$ cat config.mk
export PLATFORM = sky130hd
export DESIGN_NAME = keypad_scan_code_lock
export DESIGN_NICKNAME = d
export VERILOG_FILES = /design/src/kscl_pkg.sv /design/src/keypad_scan_code_lock.sv /design/src/kscl_lock.sv
export SDC_FILE = /design/constraint.sdc
export NUM_CORES = 1
export LEC_CHECK = 0
export ABC_CLOCK_PERIOD_IN_PS = 5670
export BUFFER_PORTS_ARGS = -buffer_cell sky130_fd_sc_hd__buf_2
export CORE_ASPECT_RATIO = 0.6
export CORE_MARGIN = 2
export CORE_UTILIZATION = 35
export CTS_BUF_LIST = sky130_fd_sc_hd__clkbuf_8
export CTS_CLUSTER_SIZE = 25
export DETAILED_ROUTE_END_ITERATION = 6
export PLACE_DENSITY_LB_ADDON = 0.3
export SKIP_CTS_REPAIR_TIMING = 1
export SYNTH_ARGS = -nofsm -noshare
export SYNTH_HDL_FRONTEND = slang
export SYNTH_SLANG_ARGS = --single-unit
$ cat constraint.sdc
create_clock -name clk -period 5.67 [get_ports clk]
set_clock_uncertainty 0.1 [all_clocks]
set_input_delay 0.567 -clock clk [delete_from_list [all_inputs] [get_ports clk]]
set_output_delay 0.567 -clock clk [all_outputs]
set_load 0.02 [all_outputs]
$ cat src/kscl_pkg.sv
`default_nettype none

package kscl_pkg;

    // Default keypad geometry and code length
    localparam int DEF_KEY_ROWS    = 4;
    localparam int DEF_KEY_COLS    = 4;
    localparam int DEF_CODE_LENGTH = 4;

    // Register reset values
    localparam logic [15:0] CODE_KEYS_RST = 16'hF4A2;
    localparam logic [15:0] SETTLE_RST    = 16'd1000;
    localparam logic [15:0] DEBOUNCE_RST  = 16'd20000;

    // LED colors
    localparam logic [1:0] LED_YELLOW = 2'd0;
    localparam logic [1:0] LED_BLUE   = 2'd1;
    localparam logic [1:0] LED_RED    = 2'd2;

    // Code check events
    localparam logic [1:0] EV_NONE    = 2'd0;
    localparam logic [1:0] EV_CORRECT = 2'd1;
    localparam logic [1:0] EV_WRONG   = 2'd2;

    // Released key handed to the lock
    typedef struct packed {
        logic       fire;
        logic [3:0] index;
    } key_evt_t;

    // Lock decision for the current request
    typedef struct packed {
        logic       restart;
        logic       led_valid;
        logic [1:0] led_color;
        logic [1:0] code_event;
        logic       is_unlocked;
        logic       unlocked_next;
    } lock_resp_t;

endpackage

`default_nettype wire

$ cat src/keypad_scan_code_lock.sv
`default_nettype none

// Matrix keypad scanner with code lock. Each request carries one sample of the
// active-low row lines and yields exactly one result: the column drive that
// applied to that sample, any released key, LED command, code check event and
// the lock state. A request passes an input register and then a result
// register, and one request is taken every cycle while results are being
// drained. Settle and debounce delays are counted in requests, not clock
// cycles. Configuration writes are taken at any time (cfg_ready is always
// high) and must be made while the block is idle.
module keypad_scan_code_lock #(
    parameter int KEY_ROWS    = kscl_pkg::DEF_KEY_ROWS,
    parameter int KEY_COLS    = kscl_pkg::DEF_KEY_COLS,
    parameter int CODE_LENGTH = kscl_pkg::DEF_CODE_LENGTH
) (
    input  wire logic        clk,
    input  wire logic        rst_n,
    input  wire logic        cfg_valid,
    output logic             cfg_ready,
    input  wire logic [1:0]  cfg_index,
    input  wire logic [15:0] cfg_data,
    input  wire logic        in_valid,
    output logic             in_ready,
    input  wire logic [3:0]  row_lines,
    output logic             out_valid,
    input  wire logic        out_ready,
    output logic [3:0]       column_drive,
    output logic             key_valid,
    output logic [3:0]       key_index,
    output logic             led_valid,
    output logic [1:0]       led_color,
    output logic [1:0]       code_event,
    output logic             unlocked
);
    import kscl_pkg::*;

    localparam logic [1:0] CFG_CODE_KEYS = 2'd0;
    localparam logic [1:0] CFG_SETTLE    = 2'd1;
    localparam logic [1:0] CFG_DEBOUNCE  = 2'd2;

    localparam logic [1:0] PH_SETTLE   = 2'd0;
    localparam logic [1:0] PH_SAMPLE   = 2'd1;
    localparam logic [1:0] PH_DEBOUNCE = 2'd2;
    localparam logic [1:0] PH_RELEASE  = 2'd3;

    localparam logic [2:0] ROWS3 = 3'(KEY_ROWS);
    localparam logic [2:0] COLS3 = 3'(KEY_COLS);

    logic [15:0] code_keys_reg, settle_reg, debounce_reg;

    logic        in_valid_reg;
    logic [3:0]  in_rows_reg;
    logic        out_free, advance;

    logic [1:0]  scan_col_reg, scan_col_next;
    logic [1:0]  scan_row_reg, scan_row_next;
    logic [1:0]  scan_phase_reg, scan_phase_next;
    logic [15:0] wait_reg, wait_next;

    logic        row_low;
    logic [3:0]  col_drive;
    logic [3:0]  key_k;
    logic        key_fire;
    logic        yellow;
    key_evt_t    key_evt;
    lock_resp_t  lock_resp;

    logic        out_valid_reg;
    logic [3:0]  col_drive_reg, key_index_reg;
    logic        key_valid_reg, led_valid_reg, unlocked_reg;
    logic [1:0]  led_color_reg, code_event_reg;

    // Write configuration registers
    assign cfg_ready = 1'b1;

    always_ff @(posedge clk or negedge rst_n)
    begin
        if (!rst_n)
        begin
            code_keys_reg <= CODE_KEYS_RST;
            settle_reg    <= SETTLE_RST;
            debounce_reg  <= DEBOUNCE_RST;
        end
        else if (cfg_valid && cfg_ready)
        begin
            unique case (cfg_index)
                CFG_CODE_KEYS: code_keys_reg <= cfg_data;
                CFG_SETTLE:    settle_reg    <= cfg_data;
                CFG_DEBOUNCE:  debounce_reg  <= cfg_data;
                default:       ;
            endcase
        end
    end

    // Advance a request from the input register into the result register
    assign out_free = !out_valid_reg || out_ready;
    assign advance  = in_valid_reg && out_free;
    assign in_ready = !in_valid_reg || out_free;

    always_ff @(posedge clk or negedge rst_n)
    begin
        if (!rst_n)
            in_valid_reg <= 1'b0;
        else if (in_valid && in_ready)
            in_valid_reg <= 1'b1;
        else if (advance)
            in_valid_reg <= 1'b0;
    end

    always_ff @(posedge clk)
    begin
        if (in_valid && in_ready)
            in_rows_reg <= row_lines;
    end

    // Sample the selected row and build the key index
    assign row_low   = !in_rows_reg[scan_row_reg];
    assign col_drive = ~(4'b0001 << scan_col_reg);
    assign key_k     = 4'({2'b00, scan_row_reg} * 4'(KEY_COLS)) + {2'b00, scan_col_reg};
    assign key_fire  = advance && (scan_phase_reg == PH_RELEASE) && !row_low;

    assign key_evt.fire  = key_fire;
    assign key_evt.index = key_k;

    kscl_lock #(
        .KEY_ROWS    (KEY_ROWS),
        .KEY_COLS    (KEY_COLS),
        .CODE_LENGTH (CODE_LENGTH)
    ) u_lock (
        .clk       (clk),
        .rst_n     (rst_n),
        .key_evt   (key_evt),
        .code_keys (code_keys_reg),
        .resp      (lock_resp)
    );

    // Step the scan sequencer
    always_comb
    begin
        scan_col_next   = scan_col_reg;
        scan_row_next   = scan_row_reg;
        scan_phase_next = scan_phase_reg;
        wait_next       = wait_reg;
        yellow          = 1'b0;
        if (advance)
        begin
            unique case (scan_phase_reg)
                PH_SETTLE:
                begin
                    if (wait_reg < settle_reg)
                    begin
                        wait_next = wait_reg + 16'd1;
                    end
                    else
                    begin
                        scan_row_next   = 2'd0;
                        scan_phase_next = PH_SAMPLE;
                    end
                end
                PH_SAMPLE:
                begin
                    if (row_low)
                    begin
                        scan_phase_next = PH_DEBOUNCE;
                        wait_next       = 16'd0;
                    end
                end
                PH_DEBOUNCE:
                begin
                    if (wait_reg < debounce_reg)
                    begin
                        wait_next = wait_reg + 16'd1;
                    end
                    else if (row_low)
                    begin
                        scan_phase_next = PH_RELEASE;
                        wait_next       = 16'd0;
                        yellow          = !lock_resp.is_unlocked;
                    end
                end
                PH_RELEASE:
                begin
                    if (!row_low && lock_resp.restart)
                    begin
                        scan_col_next   = 2'd0;
                        scan_row_next   = 2'd0;
                        scan_phase_next = PH_SETTLE;
                        wait_next       = 16'd0;
                    end
                end
                default: ;
            endcase

            // Move to the next row, or the next column after the last row
            if ((scan_phase_reg == PH_SAMPLE && !row_low)
                || (scan_phase_reg == PH_DEBOUNCE && wait_reg >= debounce_reg && !row_low)
                || (scan_phase_reg == PH_RELEASE && !row_low && !lock_resp.restart))
            begin
                if ({1'b0, scan_row_reg} + 3'd1 < ROWS3)
                begin
                    scan_row_next   = scan_row_reg + 2'd1;
                    scan_phase_next = PH_SAMPLE;
                end
                else
                begin
                    scan_row_next   = 2'd0;
                    scan_col_next   = ({1'b0, scan_col_reg} + 3'd1 < COLS3)
                                      ? scan_col_reg + 2'd1 : 2'd0;
                    scan_phase_next = PH_SETTLE;
                    wait_next       = 16'd0;
                end
            end
        end
    end

    // Hold scan state
    always_ff @(posedge clk or negedge rst_n)
    begin
        if (!rst_n)
        begin
            scan_col_reg   <= 2'd0;
            scan_row_reg   <= 2'd0;
            scan_phase_reg <= PH_SETTLE;
            wait_reg       <= 16'd0;
        end
        else
        begin
            scan_col_reg   <= scan_col_next;
            scan_row_reg   <= scan_row_next;
            scan_phase_reg <= scan_phase_next;
            wait_reg       <= wait_next;
        end
    end

    // Capture the result
    always_ff @(posedge clk or negedge rst_n)
    begin
        if (!rst_n)
            out_valid_reg <= 1'b0;
        else if (advance)
            out_valid_reg <= 1'b1;
        else if (out_ready)
            out_valid_reg <= 1'b0;
    end

    always_ff @(posedge clk)
    begin
        if (advance)
        begin
            col_drive_reg  <= col_drive;
            key_valid_reg  <= key_fire;
            key_index_reg  <= key_fire ? key_k : 4'd0;
            led_valid_reg  <= yellow || lock_resp.led_valid;
            led_color_reg  <= yellow ? LED_YELLOW : lock_resp.led_color;
            code_event_reg <= lock_resp.code_event;
            unlocked_reg   <= lock_resp.unlocked_next;
        end
    end

    assign out_valid    = out_valid_reg;
    assign column_drive = col_drive_reg;
    assign key_valid    = key_valid_reg;
    assign key_index    = key_index_reg;
    assign led_valid    = led_valid_reg;
    assign led_color    = led_color_reg;
    assign code_event   = code_event_reg;
    assign unlocked     = unlocked_reg;

`ifndef ASSERT_OFF
    // A code event only comes with a reported key
    assert property (@(posedge clk) disable iff (!rst_n)
        (out_valid && code_event != EV_NONE) |-> key_valid)
        else $error("code event without key");

    // Exactly one column is driven low
    assert property (@(posedge clk) disable iff (!rst_n)
        out_valid |-> ($countones(~column_drive) == 1))
        else $error("column drive not one-cold");

    // Settling always starts from the first row
    assert property (@(posedge clk) disable iff (!rst_n)
        (scan_phase_reg == PH_SETTLE) |-> (scan_row_reg == 2'd0))
        else $error("settle phase with nonzero row");

    // A correct code leaves the lock open
    assert property (@(posedge clk) disable iff (!rst_n)
        (out_valid && code_event == EV_CORRECT) |-> unlocked)
        else $error("correct code without unlock");
`endif

endmodule

`default_nettype wire

$ cat src/kscl_lock.sv
`default_nettype none

module kscl_lock #(
    parameter int KEY_ROWS    = kscl_pkg::DEF_KEY_ROWS,
    parameter int KEY_COLS    = kscl_pkg::DEF_KEY_COLS,
    parameter int CODE_LENGTH = kscl_pkg::DEF_CODE_LENGTH
) (
    input  wire logic                 clk,
    input  wire logic                 rst_n,
    input  wire kscl_pkg::key_evt_t   key_evt,
    input  wire logic [15:0]          code_keys,
    output kscl_pkg::lock_resp_t      resp
);
    import kscl_pkg::*;

    localparam int IDX_W = (CODE_LENGTH > 1) ? $clog2(CODE_LENGTH) : 1;
    localparam logic [IDX_W-1:0] LAST_IDX   = IDX_W'(CODE_LENGTH - 1);
    localparam logic [3:0]       RELOCK_KEY = 4'(KEY_ROWS * KEY_COLS - 1);

    logic [3:0]       entered_reg [CODE_LENGTH];
    logic [IDX_W-1:0] count_reg, count_next;
    logic             unlocked_reg, unlocked_next;
    logic             match;

    // Compare gathered digits, the newest key standing in for the last one
    always_comb
    begin
        match = 1'b1;
        for (int i = 0; i < CODE_LENGTH; i++)
        begin
            if (i == CODE_LENGTH - 1)
            begin
                if (key_evt.index != code_keys[4*i +: 4])
                    match = 1'b0;
            end
            else if (entered_reg[i] != code_keys[4*i +: 4])
            begin
                match = 1'b0;
            end
        end
    end

    // Decide lock reaction to a released key
    always_comb
    begin
        count_next         = count_reg;
        unlocked_next      = unlocked_reg;
        resp.restart       = 1'b0;
        resp.led_valid     = 1'b0;
        resp.led_color     = LED_YELLOW;
        resp.code_event    = EV_NONE;
        resp.is_unlocked   = unlocked_reg;
        if (key_evt.fire)
        begin
            if (unlocked_reg)
            begin
                if (key_evt.index == RELOCK_KEY)
                begin
                    unlocked_next  = 1'b0;
                    resp.restart   = 1'b1;
                    resp.led_valid = 1'b1;
                    resp.led_color = LED_RED;
                end
            end
            else
            begin
                resp.restart = 1'b1;
                if (count_reg == LAST_IDX)
                begin
                    count_next     = '0;
                    resp.led_valid = 1'b1;
                    if (match)
                    begin
                        unlocked_next   = 1'b1;
                        resp.led_color  = LED_BLUE;
                        resp.code_event = EV_CORRECT;
                    end
                    else
                    begin
                        resp.led_color  = LED_RED;
                        resp.code_event = EV_WRONG;
                    end
                end
                else
                begin
                    count_next = count_reg + IDX_W'(1);
                end
            end
        end
        resp.unlocked_next = unlocked_next;
    end

    // Hold lock state
    always_ff @(posedge clk or negedge rst_n)
    begin
        if (!rst_n)
        begin
            count_reg    <= '0;
            unlocked_reg <= 1'b0;
        end
        else
        begin
            count_reg    <= count_next;
            unlocked_reg <= unlocked_next;
        end
    end

    // Store entered digits
    always_ff @(posedge clk)
    begin
        if (key_evt.fire && !unlocked_reg)
            entered_reg[count_reg] <= key_evt.index;
    end

endmodule

`default_nettype wire

### Yosys cells after proc, flatten, opt, wreduce, memory -nomap -nowiden

Memories as Yosys holds them, arrays and structs flattened.
Cells that the tools add are included.

| word-level totals | value |
|---|---|
| flip-flop bits (word level) | 94 |
| bits in writable memories | 16 |
| input bits | 27 |
| output and inout port bits | 18 |
| logic and storage cells | 139 |
| memories | 1 |

| cells by class | value |
|---|---|
| add/sub/neg operators | 7 |
| order comparisons | 6 |
| equal/unequal tests | 16 |
| shift operators | 1 |
| muxes and demuxes | 52 |
| bitwise logic cells | 4 |
| reduce and logical (&&, ||, !) cells | 33 |

Memory list:

| memory | depth | width | read ports | clocked after Yosys merged registers in | wr ports | line | source |
|---|---|---|---|---|---|---|---|
| u_lock.entered_reg | 4 | 4 | 3 | 0 | 1 | kscl_lock.sv:20 | `logic [3:0] entered_reg [CODE_LENGTH];` |

Operator list:

| kind | count |
|---|---|
| 2-to-1 mux 16 bit | 6 |
| case mux 16 bit (4 select lines) | 1 |
| less-than comparator 16 bit | 2 |
| 2-to-1 mux 2 bit | 16 |
| 2-to-1 mux 1 bit | 21 |
| adder 16 x 1 -> 16 bit (second input constant) | 1 |
| greater-or-equal comparator 16 bit | 1 |
| inequality test 4 bit | 4 |
| 2-to-1 mux 4 bit | 3 |
| logical AND 1 bit | 11 |
| inequality test 3 x 2 -> 1 bit (second input constant) | 3 |
| == test 2 bit (second input constant) | 4 |
| case mux 2 bit (4 select lines) | 1 |
| AND reduction 2 bit | 4 |
| adder 2 x 1 -> 2 bit (second input constant) | 3 |
| adder 2 x 1 -> 3 bit (second input constant) | 2 |
| less-than comparator 3 bit (second input constant) | 2 |
| 2-to-1 mux 6 bit | 1 |
| AND reduction 6 bit | 1 |
| logical OR 1 bit | 5 |
| 2-to-1 mux 5 bit | 1 |
| adder 4 x 2 -> 4 bit | 1 |
| == test 2 x 1 -> 1 bit (second input constant) | 2 |
| == test 4 bit (second input constant) | 1 |
| other kinds (15) | 22 |

### Depth between registers and ports, before layout

An unclocked memory read counts as a cell.

| logic depth | value |
|---|---|
| word-level depth | 15 |
| depth in mapped cells | 11 |
| depth with buffers taken out | 9 |

### Hierarchy

Synthesis repeated with hierarchy kept, for this count alone.

| unflattened totals | value |
|---|---|
| cells, all modules | 520 |
| area total of the unflattened synthesis | 5819.3 um^2 |

By module, submodules not included:

| module | instances | cells each | area an instance (um^2) | sequential area each (um^2) |
|---|---|---|---|---|
| keypad_scan_code_lock | 1 | 452 | 4999.8 | 2396.0 |
| kscl_lock | 1 | 68 | 819.5 | 435.4 |

### Worst setup path after synthesis

No wires, ideal clock.

| path | value |
|---|---|
| path type | in2reg |
| start | input port out_ready |
| end | register unlocked_reg, in the netlist unlocked, data pin |
| setup time | 0.257 ns |
| arrival | 2.415 ns |
| required time | 5.313 ns |
| setup slack | 2.897 ns |
| stages on the path | 10 |
| path buffers | 2 |
| cell sequence | nand2b_1 > nand2_1 > clkinv_1 > and3_1 > buf_2 > nor2b_1 > clkbuf_1 > nand2_1 > nor2_1 > a21o_1 |

| between the ends | value |
|---|---|
| cells in the longest elaborated chain, start to end | 5 |

Ends and longest elaborated chain:

| what | line | source |
|---|---|---|
| start, declared | keypad_scan_code_lock.sv:26 | `input wire logic out_ready,` |
| logical OR 1 bit | keypad_scan_code_lock.sv:96 | `assign out_free = !out_valid_reg \|\| out_ready;` |
| logical AND 1 bit | keypad_scan_code_lock.sv:97 | `assign advance = in_valid_reg && out_free;` |
| net advance | keypad_scan_code_lock.sv:53 | `logic out_free, advance;` |
| logical AND 1 bit (2 in series) | keypad_scan_code_lock.sv:120 | `assign key_fire = advance && (scan_phase_reg == PH_RELEASE) && !row_low;` |
| net key_fire | keypad_scan_code_lock.sv:63 | `logic key_fire;` |
| 2-to-1 mux 1 bit | kscl_lock.sv:53 | `if (key_evt.fire)` |
| net u_lock.unlocked_next | kscl_lock.sv:22 | `logic unlocked_reg, unlocked_next;` |
| end signal, assigned | keypad_scan_code_lock.sv:256 | `unlocked_reg <= lock_resp.unlocked_next;` |
| end, declared | keypad_scan_code_lock.sv:70 | `logic key_valid_reg, led_valid_reg, unlocked_reg;` |

The timed path passes the listed nets, and every way through them passes these cells.
A chain may end at the register's enable or synchronous reset.

### Worst setup path in the final report

| path | value |
|---|---|
| start | register scan_row_reg[0] |
| end | register wait_reg[14] |

| between the ends | value |
|---|---|
| cells in the longest elaborated chain, start to end | 10 |
| elaborated cells between the ends (all ways) | 24 |
| classes of those cells | add/sub: 2; order compare: 1; eq/ne: 1; mux: 11; reduce/logical: 9 |

Ends and longest elaborated chain:

| what | line | source |
|---|---|---|
| start, declared | keypad_scan_code_lock.sv:56 | `logic [1:0] scan_row_reg, scan_row_next;` |
| start signal, assigned | keypad_scan_code_lock.sv:229 | `scan_row_reg <= scan_row_next;` |
| adder 4 x 2 -> 4 bit | keypad_scan_code_lock.sv:119 | `assign key_k = 4'({2'b00, scan_row_reg} * 4'(KEY_COLS)) + {2'b00, scan_col_reg};` |
| == test 4 bit | kscl_lock.sv:57 | `if (key_evt.index == RELOCK_KEY)` |
| 2-to-1 mux 4 bit | kscl_lock.sv:57 |  |
| 2-to-1 mux 4 bit | kscl_lock.sv:55 | `if (unlocked_reg)` |
| 2-to-1 mux 6 bit | kscl_lock.sv:53 |  |
| logical AND 1 bit | keypad_scan_code_lock.sv:183 | `if (!row_low && lock_resp.restart)` |
| 2-to-1 mux 16 bit | keypad_scan_code_lock.sv:183 |  |
| case mux 16 bit (4 select lines) | keypad_scan_code_lock.sv:147 | `unique case (scan_phase_reg)` |
| 2-to-1 mux 16 bit | keypad_scan_code_lock.sv:199 | `if ({1'b0, scan_row_reg} + 3'd1 < ROWS3)` |
| 2-to-1 mux 16 bit (*) | keypad_scan_code_lock.sv:195 | `if ((scan_phase_reg == PH_SAMPLE && !row_low)` |
| end signal, assigned | keypad_scan_code_lock.sv:231 | `wait_reg <= wait_next;` |
| end, declared | keypad_scan_code_lock.sv:58 | `logic [15:0] wait_reg, wait_next;` |

Mark *: on every way between the ends. The rest lies on a longest branch, timed or not. The select of a mux whose other input is x is not followed.

==> impl_metrics.yaml <==
setup_path:
  endpoint_kind: "flop"
  required_ns: 5.87
  r2r_end: "wait_reg[14]"
  path_buf_inv: 1
  slowest_delay_ns: 0.97
  path_depth: 8
  path_cells: "ha_1 > inv_1 > o21ai_0 > a21oi_1 > o31ai_1 > o22a_1 > mux2i_1 > a211oi_1"
  reg2regPathDepth: 8
  cp-endpoint: "wait_reg[14]"
  critPathLaunchType: "flop"
  reg2reg_setup_slack_ns: 2.07
  critPathTopFamily: "compound AO/OA/AOI/OAI gates"
  crit_start: "scan_row_reg[0]"
  crit_arrival_ns: 3.80
  crit_type: "reg -> reg"
  crit_fanout: 33
  crit_slowest_cell: "o22a_1"
  worstReg2RegStart: "scan_row_reg[0]"
cts:
  cts_buffers: 9
  ctsRootBufferMaster: "clkbuf_8"
  cts_buffer_depth: 2
  htreeDepth: 3
  cts_tree: "yes"
  clk_latency_ns: 0.39
  cts.sink_count: 106
  clkTransAtPathRegs_ns: 0.12
logic_synthesis:
  synth_top_cell_by_area: "dfrtp_1"
  netlist_instances: 521
  synth_area_um2: 5750
  synthXorXnorAreaFrac_pct: 2.59
  yosysWarnings: 0
  synth_top_area_share_pct: 24.4
  syn_avg_cell_area_um2: 11.0
  ys_seq_area_share_pct: 49.2
  mappedNetlistNets: 594
  synthDistinctLibCells: 57
  synth_top_family_by_area: "simple AND/OR/NAND/NOR gates"
  ys.flop_type: "dfrtp_1"
  synth_edf_count: 31
  yosys_register_bits: 106
  ys_top_cells_by_area: "dfrtp_1, edfxtp_1, ha_1"
  synth-adder-area-share_pct: 10.0
  synth-compound-area-share_pct: 10.9
  async_flop_share_pct: 70.8
  muxShareOfSynthArea_pct: 10.5
  synth-simple-area-share_pct: 11.9
floorplanning:
  ios: 45
  die_h_um: 103
  die_w_um: 169
  coreArea_um2: 16200
  initial_utilization_pct: 35.6
  die-area_um2: 17500
  rows: 36
global_routing:
  grt_max_degree: 76
  grt_pass1_wl_um: 21800
  antenna_found_initial: 0
  grt_use_total_pct: 16.4
  first_global_vias: 3933
  gr-total-overflow: 0
detailed_routing:
  drt-initial-drc-count: 264
  num_vias: 4079
  ant_nets: 0
  drt_first_pass_iters: 5
  viasPerCell: 5.26
  drc: 0
  wl_per_cell_um: 17.7
  routed_wl_um: 13700
timing:
  fin_crit_ns: 3.60
  drv_slew: 0
  setup_viol: 0
  finalHoldViolCount: 0
  worst_slack_ns: 2.07
  rsz0062_at_grt: "false"
  max_slew.worst_pin.slew_ns: 1.14
  max_freq_mhz: 278
  period_share_pct: 63.4
  timing.setup.tns_ns: 0
  slew_headroom_pct: 24.2
placed_design:
  hpwl_um: 10300
  dp_slack_ns: 2.07
  port-buffer-count: 43
  gp_congestion: 0.852
run:
  cap_violations: 0
pwr:
  pwr_density_cell_nw_per_um2: 373
  ir_drop_mv: 0.156
  p_leak_nw: 2.79
final_layout:
  syn2layout_area_growth_pct: 11.1
  drive_above_1_share_pct: 24.7
  diodes: 0
  fin_nets: 634
run_status:
  outcome: "complete, no violations"
hold_path:
  hold_class: "in -> async"
-- per-layer routing --
layer  share of wire (%)  global-route usage, %  vias to the layer above  routed length, um
met2                  39                   22.2                      116               5310
met4                0.80                   3.22                        0                110
met5                   0                      0                        -                  0
li1                    -                      -                     1929                  -
met3                 5.9                   3.65                       14                809
met1                  54                   26.3                     2020               7460
-- final cells by class --
cell class / count / area (um^2)
fill: 1568 / 9780
sequential: 106 / 2830
multi-input combinational: 347 / 2650
tap: 209 / 262
timing repair buffer: 46 / 240
inverter: 51 / 191
clock buffer: 9 / 124
clock inverter: 7 / 88.8
-- synth_stat cells, types with 2 or more instances --
library cell	count
a211o_1	3
a211oi_1	3
a21o_1	5
a21oi_1	24
a21oi_2	3
a221o_1	3
a22o_1	2
a32oi_1	6
and2_1	12
and3_1	5
buf_2	3
buf_4	4
clkbuf_1	10
dfrtp_1	56
dfstp_2	19
edfxtp_1	31
ha_1	46
inv_1	50
mux2_2	48
mux2i_1	4
nand2_1	41
nand2b_1	5
nand3_1	18
nand3b_1	4
nand4_1	7
nor2_1	24
nor2b_1	2
nor3_1	9
nor4_1	5
o211ai_1	4
o21a_1	5
o21ai_0	10
o21ai_1	9
o22ai_1	2
xor2_1	17
-- stage by stage --
step	power [W]	util [%]	hold WS, ns	cell area (um^2)	cells
after floorplan	0.00165	-	0.171	5750	521
after global placement	0.00186	38.2	0.392	6180	759
after detailed placement	0.00189	38.2	0.384	6180	759
after CTS	0.00239	39.5	0.231	6390	775
after global routing	0.00255	39.5	0.232	6390	775
final	0.00239	39.5	0.220	6390	775
-- report_power, final --
group / switching, W / internal, W / total [W]
registers: 0.000149 / 0.000940 / 0.00109
logic: 0.000461 / 0.000333 / 0.000794
clock network: 0.000321 / 0.000183 / 0.000503
total: 0.000931 / 0.00145 / 0.00239
-- how the worst min path moves through the flow --
stage,slack (ns),from,endpoint
after global placement,0.39,settle_reg[10],settle_reg[10]
after CTS,0.23,row_lines[1],in_rows_reg[1]
final,0.22,rst_n,code_keys_reg[9]
after global routing,0.23,row_lines[3],in_rows_reg[3]
after detailed placement,0.38,in_valid_reg,out_valid
after floorplan,0.17,rst_n,code_keys_reg[0]
-- cell usage in the layout, fill, tap and decap left out, types with 4 or more instances in the layout --
master | netlist | routed
and3_1 | 5 | 5
nor4_1 | 5 | 5
and2_1 | 12 | 12
clkbuf_8 | 0 | 9
buf_4 | 4 | 4
nor2_1 | 24 | 24
a21oi_1 | 24 | 24
a32oi_1 | 6 | 6
nand3_1 | 18 | 18
nor3_1 | 9 | 9
o211ai_1 | 4 | 4
mux2i_1 | 4 | 4
nand2_1 | 41 | 41
o21ai_0 | 10 | 10
dfrtp_1 | 56 | 56
xor2_1 | 17 | 17
inv_1 | 50 | 50
nand3b_1 | 4 | 4
buf_2 | 3 | 42
edfxtp_1 | 31 | 31
nand4_1 | 7 | 7
a21o_1 | 5 | 5
ha_1 | 46 | 46
o21ai_1 | 9 | 9
o21a_1 | 5 | 5
dfstp_2 | 19 | 19
nand2b_1 | 5 | 5
mux2_2 | 48 | 48
-- cells by family after synthesis --
logic type,Yosys count
compound gates,91
xor+xnor,17
fa+ha+maj,46
buf+inv,68
flops,106
mux,53
other cells,1
simple gates,139
(Power assumes the default switching activity.)
